### src/keyframed_velocity_path_stepper_unit_defines.svh
// assertion macros for the keyframed velocity path stepper
`ifndef KEYFRAMED_VELOCITY_PATH_STEPPER_UNIT_DEFINES_SVH
`define KEYFRAMED_VELOCITY_PATH_STEPPER_UNIT_DEFINES_SVH

// same-cycle implication, checked outside reset
`define KVPS_ASSERT_IMP(lbl, ante, cons, msg) \
    lbl: assert property (@(posedge i_clk) disable iff (!i_rst_n) (ante) |-> (cons)) \
        else $error(msg);

// next-cycle implication, checked outside reset
`define KVPS_ASSERT_NXT(lbl, ante, cons, msg) \
    lbl: assert property (@(posedge i_clk) disable iff (!i_rst_n) (ante) |=> (cons)) \
        else $error(msg);

`endif

### src/kvps_pkg.sv
// shared types and constants of the keyframed velocity path stepper
package kvps_pkg;

    localparam int PROD_W = 42;
    localparam int NUM_W  = 25;
    localparam int DIFF_W = 17;
    localparam int DIV_DW = 16;
    localparam int DIV_QW = 17;

    localparam logic [15:0] ONE_Q88 = 16'd256;

    localparam logic [1:0] CFG_FRAME_COUNT   = 2'd0;
    localparam logic [1:0] CFG_LOOP_ENABLE   = 2'd1;
    localparam logic [1:0] CFG_TICK_INTERVAL = 2'd2;

    typedef enum logic [1:0] {
        CMD_LOAD    = 2'd0,
        CMD_RESTART = 2'd1,
        CMD_TICK    = 2'd2,
        CMD_SET     = 2'd3
    } t_cmd;

    typedef enum logic [3:0] {
        S_IDLE,
        S_SEL,
        S_RDF,
        S_RDN,
        S_MUL,
        S_DST,
        S_DWT,
        S_VEL,
        S_PMUL,
        S_PADD,
        S_FIN,
        S_DONE
    } t_state;

    typedef struct packed {
        logic busy;
        logic done;
    } t_div_stat;

endpackage

### src/keyframed_velocity_path_stepper_unit.sv
// keyframed velocity path stepper, top level
// usage:
//   slave stream carries one command per transaction: tuser holds the command
//   (load frame, restart, tick, set position), tdata the keyframe slot,
//   velocity, duration and the observer or new position
//   master stream returns one result per command: position minus observer,
//   the frame in effect and the interpolated velocity (zeros but the frame
//   for commands other than tick)
//   configuration is written through i_cfg_wr_en / i_cfg_index / i_cfg_wdata
//   only while the block is idle, a rule for the user that the block
//   does not enforce; there is no read-back
// sequencing:
//   a tick runs its steps on one 25x17 multiplier and one 17-step serial
//   divider shared by both axes (per axis: multiply, divide, velocity,
//   multiply, add); other commands go straight to the done state; a new
//   command is taken only after the result has moved to the output
//   register, so commands do not overlap
// reset: synchronous active low; clears position, time, frame pointer and
//   loads frame count 1, no loop, tick interval 1.0; keyframe slots are
//   undefined until loaded
// stall: the result waits in the output register and the next command is
//   still taken; a finished command holds until the register frees
module keyframed_velocity_path_stepper_unit
    import kvps_pkg::*;
#(
    parameter int MAX_FRAMES = 16
) (
    input  logic         i_clk,
    input  logic         i_rst_n,
    // tdata: frame_index[3:0], key_vel_x[19:4], key_vel_y[35:20],
    //        key_duration[51:36], coord_x[83:52], coord_y[115:84]
    input  logic [119:0] i_s_tdata,
    // tuser: command[1:0]
    input  logic [1:0]   i_s_tuser,
    input  logic         i_s_tvalid,
    output logic         o_s_tready,
    // tdata: rel_x[31:0], rel_y[63:32], current_frame[67:64],
    //        cur_vel_x[83:68], cur_vel_y[99:84]
    output logic [103:0] o_m_tdata,
    output logic         o_m_tvalid,
    input  logic         i_m_tready,
    input  logic         i_cfg_wr_en,
    input  logic [1:0]   i_cfg_index,
    input  logic [15:0]  i_cfg_wdata
);

`include "keyframed_velocity_path_stepper_unit_defines.svh"

    localparam int AW = $clog2(MAX_FRAMES);
    localparam int CW = AW + 1;

    t_state n_state;
    t_state r_state;

    logic [4:0]  r_frame_count;
    logic        r_loop;
    logic [15:0] r_interval;

    logic [15:0] mem_vx  [MAX_FRAMES];
    logic [15:0] mem_vy  [MAX_FRAMES];
    logic [15:0] mem_dur [MAX_FRAMES];
    logic [15:0] r_rd_vx;
    logic [15:0] r_rd_vy;
    logic [15:0] r_rd_dur;

    logic [AW-1:0]      r_fp;
    logic               r_fvalid;
    logic               r_adv;
    logic               r_hold;
    logic signed [23:0] r_tl;
    logic signed [31:0] r_posx;
    logic signed [31:0] r_posy;
    logic signed [31:0] r_cx;
    logic signed [31:0] r_cy;
    logic signed [15:0] r_v0x;
    logic signed [15:0] r_v0y;
    logic [15:0]        r_dur;
    logic signed [NUM_W-1:0]  r_num;
    logic signed [DIFF_W-1:0] r_dx;
    logic signed [DIFF_W-1:0] r_dy;
    logic signed [PROD_W-1:0] r_prod;
    logic               r_comp;
    logic signed [15:0] r_velx;
    logic signed [15:0] r_vely;
    logic signed [31:0] r_relx;
    logic signed [31:0] r_rely;

    logic               r_out_valid;
    logic signed [31:0] r_o_relx;
    logic signed [31:0] r_o_rely;
    logic [3:0]         r_o_frame;
    logic signed [15:0] r_o_velx;
    logic signed [15:0] r_o_vely;

    logic        w_acc;
    t_cmd        w_cmd_in;
    logic [3:0]  w_idx_in;
    logic        w_idx_ok;
    logic        w_s_ready;
    logic        w_div_start;
    logic        w_load_out;
    logic [AW-1:0] w_rd_addr;
    logic signed [NUM_W-1:0]  w_ma;
    logic signed [DIFF_W-1:0] w_mb;
    logic signed [PROD_W-1:0] w_prod;
    logic [PROD_W-1:0]        w_mag;
    t_div_stat   w_div_stat;
    logic [DIV_QW:0] w_quo;

    logic [CW-1:0] w_cnt;
    logic [CW-1:0] w_inc;
    logic [CW-1:0] w_fp_p1;
    logic [AW-1:0] w_nfp;
    logic [AW-1:0] w_nxt;
    logic          w_adv;
    logic          w_last;
    logic          w_hold;
    logic [15:0]   w_dur_eff;

    logic signed [15:0] w_v0;
    logic signed [18:0] w_sq;
    logic signed [19:0] w_vsum;
    logic signed [15:0] w_vsat;
    logic signed [31:0] w_pos;
    logic signed [33:0] w_padd;
    logic signed [24:0] w_tsub;
    logic signed [23:0] w_tsat;
    logic signed [33:0] w_rdx;
    logic signed [33:0] w_rdy;

    function automatic logic signed [31:0] f_sat32(input logic signed [33:0] v);
        logic signed [31:0] res;
        if (v[33:31] == 3'b000 || v[33:31] == 3'b111) begin
            res = v[31:0];
        end else begin
            res = v[33] ? 32'sh8000_0000 : 32'sh7fff_ffff;
        end
        return res;
    endfunction

    assign w_acc    = i_s_tvalid && o_s_tready;
    assign w_cmd_in = t_cmd'(i_s_tuser[1:0]);
    assign w_idx_in = i_s_tdata[3:0];
    assign w_idx_ok = 32'(w_idx_in) < 32'(MAX_FRAMES);

    // frame bookkeeping
    always_comb begin
        if (r_frame_count == 5'd0) begin
            w_cnt = CW'(1);
        end else if (32'(r_frame_count) > 32'(MAX_FRAMES)) begin
            w_cnt = CW'(MAX_FRAMES);
        end else begin
            w_cnt = CW'(r_frame_count);
        end
        w_inc   = r_fvalid ? ({1'b0, r_fp} + CW'(1)) : '0;
        if (w_inc >= w_cnt) begin
            w_nfp = r_loop ? '0 : AW'(w_cnt - CW'(1));
        end else begin
            w_nfp = AW'(w_inc);
        end
        w_fp_p1   = {1'b0, r_fp} + CW'(1);
        w_last    = w_fp_p1 >= w_cnt;
        w_hold    = w_last && !r_loop;
        w_nxt     = w_last ? '0 : AW'(w_fp_p1);
        w_adv     = r_tl <= 24'sd0;
        w_dur_eff = w_hold ? ONE_Q88 : ((r_rd_dur == 16'd0) ? 16'd1 : r_rd_dur);
    end

    // arithmetic datapath
    always_comb begin
        w_prod = w_ma * w_mb;
        w_mag  = r_prod[PROD_W-1] ? PROD_W'(-r_prod) : PROD_W'(r_prod);
        w_v0   = r_comp ? r_v0y : r_v0x;
        w_sq   = r_prod[PROD_W-1] ? -$signed({1'b0, w_quo}) : $signed({1'b0, w_quo});
        w_vsum = {{4{w_v0[15]}}, w_v0} + {w_sq[18], w_sq};
        if (w_vsum[19:15] == 5'b00000 || w_vsum[19:15] == 5'b11111) begin
            w_vsat = w_vsum[15:0];
        end else begin
            w_vsat = w_vsum[19] ? 16'sh8000 : 16'sh7fff;
        end
        w_pos  = r_comp ? r_posy : r_posx;
        w_padd = {{2{w_pos[31]}}, w_pos} + {r_prod[32], r_prod[32:0]};
        w_tsub = {r_tl[23], r_tl} - {9'b0, r_interval};
        w_tsat = (w_tsub[24] == w_tsub[23]) ? w_tsub[23:0] : 24'sh80_0000;
        w_rdx  = {{2{r_posx[31]}}, r_posx} - {{2{r_cx[31]}}, r_cx};
        w_rdy  = {{2{r_posy[31]}}, r_posy} - {{2{r_cy[31]}}, r_cy};
    end

    // next state
    always_comb begin
        n_state = r_state;
        case (r_state)
            S_IDLE: begin
                if (w_acc) begin
                    n_state = (w_cmd_in == CMD_TICK) ? S_SEL : S_DONE;
                end
            end
            S_SEL:  n_state = S_RDF;
            S_RDF:  n_state = S_RDN;
            S_RDN:  n_state = S_MUL;
            S_MUL:  n_state = S_DST;
            S_DST:  n_state = S_DWT;
            S_DWT:  n_state = w_div_stat.done ? S_VEL : S_DWT;
            S_VEL:  n_state = S_PMUL;
            S_PMUL: n_state = S_PADD;
            S_PADD: n_state = r_comp ? S_FIN : S_MUL;
            S_FIN:  n_state = S_DONE;
            S_DONE: n_state = (!r_out_valid || i_m_tready) ? S_IDLE : S_DONE;
            default: n_state = S_IDLE;
        endcase
    end

    // state decode
    always_comb begin
        w_s_ready   = 1'b0;
        w_div_start = 1'b0;
        w_load_out  = 1'b0;
        w_rd_addr   = r_fp;
        w_ma        = r_num;
        w_mb        = r_comp ? r_dy : r_dx;
        case (r_state)
            S_IDLE: w_s_ready = 1'b1;
            S_SEL:  w_rd_addr = w_adv ? w_nfp : r_fp;
            S_RDF:  w_rd_addr = w_nxt;
            S_DST:  w_div_start = 1'b1;
            S_PMUL: begin
                w_ma = {9'b0, r_interval};
                w_mb = r_comp ? {r_vely[15], r_vely} : {r_velx[15], r_velx};
            end
            S_DONE: w_load_out = !r_out_valid || i_m_tready;
            default: ;
        endcase
    end

    assign o_s_tready = w_s_ready;

    kvps_div u_div (
        .i_clk   (i_clk),
        .i_rst_n (i_rst_n),
        .i_start (w_div_start),
        .i_mag   (w_mag),
        .i_dvs   (r_dur),
        .o_stat  (w_div_stat),
        .o_quo   (w_quo)
    );

    // keyframe tables
    always_ff @(posedge i_clk) begin
        if (w_acc && w_cmd_in == CMD_LOAD && w_idx_ok) begin
            mem_vx[AW'(w_idx_in)]  <= i_s_tdata[19:4];
            mem_vy[AW'(w_idx_in)]  <= i_s_tdata[35:20];
            mem_dur[AW'(w_idx_in)] <= i_s_tdata[51:36];
        end
        r_rd_vx  <= mem_vx[w_rd_addr];
        r_rd_vy  <= mem_vy[w_rd_addr];
        r_rd_dur <= mem_dur[w_rd_addr];
    end

    // control and state registers
    always_ff @(posedge i_clk) begin
        if (!i_rst_n) begin
            r_state       <= S_IDLE;
            r_frame_count <= 5'd1;
            r_loop        <= 1'b0;
            r_interval    <= ONE_Q88;
            r_fp          <= '0;
            r_fvalid      <= 1'b0;
            r_tl          <= '0;
            r_posx        <= '0;
            r_posy        <= '0;
            r_out_valid   <= 1'b0;
        end else begin
            r_state <= n_state;
            if (i_cfg_wr_en) begin
                case (i_cfg_index)
                    CFG_FRAME_COUNT:   r_frame_count <= i_cfg_wdata[4:0];
                    CFG_LOOP_ENABLE:   r_loop        <= i_cfg_wdata[0];
                    CFG_TICK_INTERVAL: r_interval    <= i_cfg_wdata;
                    default: ;
                endcase
            end
            if (w_acc && w_cmd_in == CMD_RESTART) begin
                r_fp     <= '0;
                r_fvalid <= 1'b0;
                r_tl     <= '0;
            end
            if (w_acc && w_cmd_in == CMD_SET) begin
                r_posx <= i_s_tdata[83:52];
                r_posy <= i_s_tdata[115:84];
            end
            if (r_state == S_SEL && w_adv) begin
                r_fp     <= w_nfp;
                r_fvalid <= 1'b1;
            end
            if (r_state == S_RDF && r_adv) begin
                r_tl <= r_tl + {8'b0, (w_hold ? ONE_Q88 : r_rd_dur)};
            end
            if (r_state == S_PADD) begin
                if (r_comp) begin
                    r_posy <= f_sat32(w_padd);
                end else begin
                    r_posx <= f_sat32(w_padd);
                end
            end
            if (r_state == S_FIN) begin
                r_tl <= w_tsat;
            end
            if (w_load_out) begin
                r_out_valid <= 1'b1;
            end else if (i_m_tready) begin
                r_out_valid <= 1'b0;
            end
        end
    end

    // working registers
    always_ff @(posedge i_clk) begin
        if (w_acc) begin
            r_cx   <= i_s_tdata[83:52];
            r_cy   <= i_s_tdata[115:84];
            r_velx <= '0;
            r_vely <= '0;
            r_relx <= '0;
            r_rely <= '0;
            r_comp <= 1'b0;
        end
        if (r_state == S_SEL) begin
            r_adv <= w_adv;
        end
        if (r_state == S_RDF) begin
            r_v0x  <= r_rd_vx;
            r_v0y  <= r_rd_vy;
            r_dur  <= w_dur_eff;
            r_hold <= w_hold;
        end
        if (r_state == S_RDN) begin
            r_num <= {9'b0, r_dur} - {r_tl[23], r_tl};
            r_dx  <= r_hold ? '0 : ({r_rd_vx[15], r_rd_vx} - {r_v0x[15], r_v0x});
            r_dy  <= r_hold ? '0 : ({r_rd_vy[15], r_rd_vy} - {r_v0y[15], r_v0y});
        end
        if (r_state == S_MUL || r_state == S_PMUL) begin
            r_prod <= w_prod;
        end
        if (r_state == S_VEL) begin
            if (r_comp) begin
                r_vely <= w_vsat;
            end else begin
                r_velx <= w_vsat;
            end
        end
        if (r_state == S_PADD) begin
            r_comp <= 1'b1;
        end
        if (r_state == S_FIN) begin
            r_relx <= f_sat32(w_rdx);
            r_rely <= f_sat32(w_rdy);
        end
        if (w_load_out) begin
            r_o_relx  <= r_relx;
            r_o_rely  <= r_rely;
            r_o_frame <= r_fvalid ? 4'(r_fp) : 4'd0;
            r_o_velx  <= r_velx;
            r_o_vely  <= r_vely;
        end
    end

    assign o_m_tvalid = r_out_valid;
    assign o_m_tdata  = {4'b0, r_o_vely, r_o_velx, r_o_frame, r_o_rely, r_o_relx};

    `KVPS_ASSERT_NXT(a_busy_after_accept, w_acc, r_state != S_IDLE,
        "block still ready after taking a command")
    `KVPS_ASSERT_IMP(a_div_start_idle, w_div_start, !w_div_stat.busy,
        "divider restarted while busy")
    `KVPS_ASSERT_IMP(a_time_bound, 1'b1, !(r_tl > 24'sd65535),
        "remaining time above the largest duration")
    `KVPS_ASSERT_IMP(a_out_from_done, $rose(r_out_valid), $past(r_state == S_DONE),
        "result shown without a finished command")

endmodule

### src/kvps_div.sv
// serial restoring divider with quotient clamp for velocity interpolation
module kvps_div
    import kvps_pkg::*;
(
    input  logic              i_clk,
    input  logic              i_rst_n,
    input  logic              i_start,
    input  logic [PROD_W-1:0] i_mag,
    input  logic [DIV_DW-1:0] i_dvs,
    output t_div_stat         o_stat,
    output logic [DIV_QW:0]   o_quo
);

    localparam int CNT_W = $clog2(DIV_QW + 1);

    logic             r_busy;
    logic             r_done;
    logic [CNT_W-1:0] r_cnt;
    logic             r_ovf;
    logic [DIV_DW-1:0] r_rem;
    logic [DIV_QW-1:0] r_low;
    logic [DIV_DW:0]   w_sh;
    logic              w_ge;
    logic [DIV_DW:0]   w_diff;

    assign w_sh   = {r_rem, r_low[DIV_QW-1]};
    assign w_ge   = w_sh >= {1'b0, i_dvs};
    assign w_diff = w_sh - {1'b0, i_dvs};

    always_ff @(posedge i_clk) begin
        if (!i_rst_n) begin
            r_busy <= 1'b0;
            r_done <= 1'b0;
            r_cnt  <= '0;
        end else begin
            r_done <= 1'b0;
            if (i_start) begin
                r_busy <= 1'b1;
                r_cnt  <= CNT_W'(DIV_QW);
            end else if (r_busy) begin
                r_cnt <= r_cnt - CNT_W'(1);
                if (r_cnt == CNT_W'(1)) begin
                    r_busy <= 1'b0;
                    r_done <= 1'b1;
                end
            end
        end
    end

    always_ff @(posedge i_clk) begin
        if (i_start) begin
            r_ovf <= i_mag >= (PROD_W'(i_dvs) << DIV_QW);
            r_rem <= i_mag[DIV_QW +: DIV_DW];
            r_low <= i_mag[DIV_QW-1:0];
        end else if (r_busy) begin
            r_rem <= w_ge ? w_diff[DIV_DW-1:0] : w_sh[DIV_DW-1:0];
            r_low <= {r_low[DIV_QW-2:0], w_ge};
        end
    end

    assign o_stat.busy = r_busy;
    assign o_stat.done = r_done;
    assign o_quo       = r_ovf ? {1'b1, {DIV_QW{1'b0}}} : {1'b0, r_low};

endmodule

### config.mk
export PLATFORM = sky130hd
export DESIGN_NAME = keyframed_velocity_path_stepper_unit
export DESIGN_NICKNAME = d
export VERILOG_FILES = /design/src/kvps_pkg.sv /design/src/keyframed_velocity_path_stepper_unit.sv /design/src/kvps_div.sv
export VERILOG_INCLUDE_DIRS = /design/src /design/src/src
export SDC_FILE = /design/constraint.sdc
export NUM_CORES = 2
export LEC_CHECK = 0
export BUFFER_PORTS_ARGS = -buffer_cell sky130_fd_sc_hd__buf_2
export CORE_ASPECT_RATIO = 0.7
export CORE_MARGIN = 5
export CORE_UTILIZATION = 40
export DETAILED_ROUTE_END_ITERATION = 7
export SLEW_MARGIN = 5
export SYNTH_ARGS = -nofsm -noshare
export SYNTH_HDL_FRONTEND = slang
export SYNTH_SLANG_ARGS = --single-unit
### constraint.sdc
create_clock -name i_clk -period 9.8 [get_ports i_clk]
set_input_delay 2.45 -clock i_clk [delete_from_list [all_inputs] [get_ports i_clk]]
set_output_delay 2.45 -clock i_clk [all_outputs]
set_load 0.005 [all_outputs]
==> impl_results.md <==
- Post-CTS setup buffers: 0
- DRC errors left: 0
- CTS tree: built
- Netlist cell types: 92
- Placed inst area: 0.0851 mm²
- Synth async-reset ratio: 0
- Initial antenna violation count: 33
- Max stage delay on crit path: 760 ps
- Total GRT Usage: 0.219
- Post-synth top flop: edfxtp_1
- Net count, final: 8261
- Layout area overhead: 11.5%
- CP max-delay cell: mux4_2
- Cts bufs inserted: 149
- CP required: 10280 ps
- Starting Density: 0.403
- PortBufs: 242
- First-pass GRT wire length: 351000 µm
- Core area: 0.200 mm²
- Number of max-cap violations: 0
- Root Buffer: clkbuf_16
- Top cell by count, worst path: fa_1
- Vias post-DR: 56000
- H-Tree Depth: 4
- HP Class: flip-flop to flip-flop
- Worst reg2reg setup slack: 810 ps
- Status: complete, no violations
- Router iterations before antenna repair: 6
- Die Wd: 546 µm
- Grt total ovfl: 0
- Post-route ant nets: 0
- Post-CTS resize count: 0
- Most used routing layer in global routing: met1
- Part of the cycle the worst path needs: 0.917
- Crit path arrival time: 9470 ps
- Met3 Track Usage GR: 0.0555
- Drt wl/cell: 23.5 µm
- Crit Path Class: flip-flop to flip-flop
- Cell area after layout: 0.0898 mm²
- CTS max path bufs: 4
- Yosys warnings: 0
- # fillers: 18400
- Peak Freq: 111 MHz
- Sequential share of the synthesized area: 0.492
- GR Util met2: 0.316
- Gpl congestion: 0.972
- DRT Wirelength: 237000 µm
- CP endpoint kind: flip-flop
- Share of cells above drive strength 1: 0.104
- Syn Area/Cell: 11.3 µm²
- Mapped Area: 0.0806 mm²
- Worst skew pair latency: 810 ps
- Minimum clock period: 8990 ps
- Worst hold path depth: 0
- Worst slew pin tran: 1330 ps
- Die Y-Extent: 386 µm
- Largest net degree at the start of global routing: 177
- Clock slew at reported path FFs: 70 ps
- Avg Vias per Cell: 5.54
- RSZ-0062 raised after global routing: false
- CP Launch Type: flip-flop
- I/O Pins: 251
- HPWL after DPL: 167000 µm
- Setup TNS: 0 ps
- Vias in the first global route: 54200
- Hold path start: r_rely[13]
- Synthesized flop and latch total: 1389
- Final Hold Viols: 0
- Post-synth EDFFs: 1181
- Synth Instances: 7116
- Max FO, Critical Path: 18
- Initial DRC count: 5135
- R2R Path Start: r_state[0]
- Fin. max-slew vios: 0
- DIE AREA: 0.211 mm²
- Sink Count: 1389
- Row count: 137
- Slew margin rel.: 0.112
- RR Endpoint: r_prod[40]
- Reg2Reg Depth: 25
- Finish-stage setup viols: 0
- Clock Skew: 87.6 ps
- WHS Endpoint: r_o_rely[13]
- Cts hold-fix bufs: 0
- Met1 usage: 0.329
==> worst max-delay path, delay by kind of cell (launching register included) <==
kind	cells	cell delay (ps)
XOR/XNOR	1	110
multiplexers	1	760
AO/OA/AOI/OAI	4	820
adder cells (fa/ha/maj)	7	3490
flip-flops	1	310
AND/OR/NAND/NOR	7	2600
buffers and inverters	5	590
==> registers in the layout (all words and copies together) (netlist names), 17 cells and up <==
name and count:
r_relx 32, r_dy 17, r_prod 42, r_posx 32, r_o_rely 32, mem_vy 256
r_dx 17, mem_dur 256, r_rely 32, mem_vx 256, r_tl 24, r_posy 32
u_div.r_low 17, r_o_relx 32, r_cx 32, r_num 25, r_cy 32
==> worst max-delay path by stage <==
stage	from	endpoint	slack [ps]
4_1_cts	r_state[0]	r_prod[36]	910
2_1_floorplan	r_comp	r_prod[25]	1710
3_5_place_dp	r_state[0]	r_prod[36]	940
5_1_grt	r_state[0]	r_prod[41]	330
3_3_place_gp	r_state[0]	r_prod[36]	960
6_report	r_state[0]	r_prod[40]	810
==> Yosys cell counts (12+ instances only) <==
cell type / number / area [µm²]
o21ai_0: 283 / 1420
a221o_1: 52 / 521
nand2_1: 827 / 3100
edfxtp_1: 1181 / 35500
and2_1: 155 / 970
and3_1: 74 / 463
fa_1: 426 / 8530
o32ai_1: 49 / 429
xor2_1: 102 / 893
nand3_1: 60 / 300
o21ai_1: 24 / 120
mux2_2: 98 / 1100
mux2i_1: 224 / 2240
a21o_1: 108 / 811
nand4_1: 26 / 163
o21a_1: 47 / 353
o211ai_1: 15 / 113
nor2_1: 476 / 1790
o41ai_1: 17 / 149
xnor2_1: 158 / 1380
and2_0: 24 / 150
nor4_1: 29 / 181
inv_1: 651 / 2440
a211oi_1: 171 / 1280
nand2b_1: 73 / 457
o31ai_1: 28 / 210
nor3b_1: 12 / 90.1
a221oi_1: 71 / 622
a31oi_1: 115 / 719
buf_1: 14 / 52.6
clkbuf_1: 219 / 822
or2_2: 20 / 125
or3_1: 20 / 125
a21oi_1: 278 / 1390
nor2b_1: 89 / 557
o21bai_1: 26 / 195
ha_1: 346 / 4330
dfxtp_1: 208 / 4160
buf_2: 55 / 275
nor3_1: 79 / 395
==> routing by layer <==
metal / vias to the layer above / routed length, µm
met4: 12 / 6170
li1: 25800 / -
met2: 2191 / 98400
met3: 306 / 22000
met5: - / 74
met1: 27700 / 110000
==> cell type report <==
| cell class | instances | area, µm² | share of cell area |
|---|---|---|---|
| sequential | 1389 | 39600 | 0.441 |
| multi-input combinational | 4773 | 37500 | 0.417 |
| clock buffer | 193 | 4040 | 0.0449 |
| tap | 2641 | 3300 | 0.0368 |
| inverter | 652 | 2450 | 0.0273 |
| timing repair buffer | 379 | 2290 | 0.0255 |
| clock inverter | 69 | 641 | 0.00713 |
| antenna | 5 | 12.5 | 0.000139 |
==> per-stage QoR <==
step,setup slack [ps],utilization,hold WS (ps),instances
2_1_floorplan,1710,-,400,7119
3_3_place_gp,956,0.426,401,9834
3_5_place_dp,940,0.426,405,9834
4_1_cts,907,0.449,376,10100
5_1_grt,329,0.449,395,10100
6_report,813,0.449,384,10100
==> logic make-up (layout without fill, tap and decap cells) <==
family | count (synthesis) | in the layout | synth area share
xor gates and xnor gates | 260 | 260 | 0.0283
buffers and inverters | 957 | 1293 | 0.0466
muxes | 324 | 324 | 0.0421
adders and majority gates | 772 | 772 | 0.160
and+or+nand+nor | 2011 | 2011 | 0.115
other | 1 | 9 | 0.0000465
AOI/OAI and AO/OA | 1402 | 1402 | 0.117
DFF | 1389 | 1389 | 0.492
==> cells in the final DEF, fill, tap and decap left out, types with 24 or more instances in the layout <==
master	Yosys	routed
clkbuf_16	0	151
a21o_1	108	108
and3_1	74	74
a21oi_1	278	278
nor2_1	476	459
nor2b_1	89	88
nand2b_1	73	72
xnor2_1	158	158
clkinv_2	0	28
o21ai_1	24	25
nand2_1	827	824
xor2_1	102	102
a221oi_1	71	71
o21a_1	47	46
nand4_1	26	26
o21bai_1	26	26
o21ai_0	283	282
a211oi_1	171	171
edfxtp_1	1181	1181
fa_1	426	426
buf_2	55	242
a221o_1	52	52
dfxtp_1	208	207
nor4_1	29	29
clkbuf_1	219	32
buf_4	9	133
and2_0	24	24
a31oi_1	115	115
mux2i_1	224	221
o31ai_1	28	26
ha_1	346	346
and2_1	155	155
o32ai_1	49	49
mux2_2	98	98
inv_1	651	649
nor3_1	79	72
nand3_1	60	59
Power is left out: the tool's default activity adds up to more than one toggle a clock period on the data nets, which glitch-free logic cannot reach.
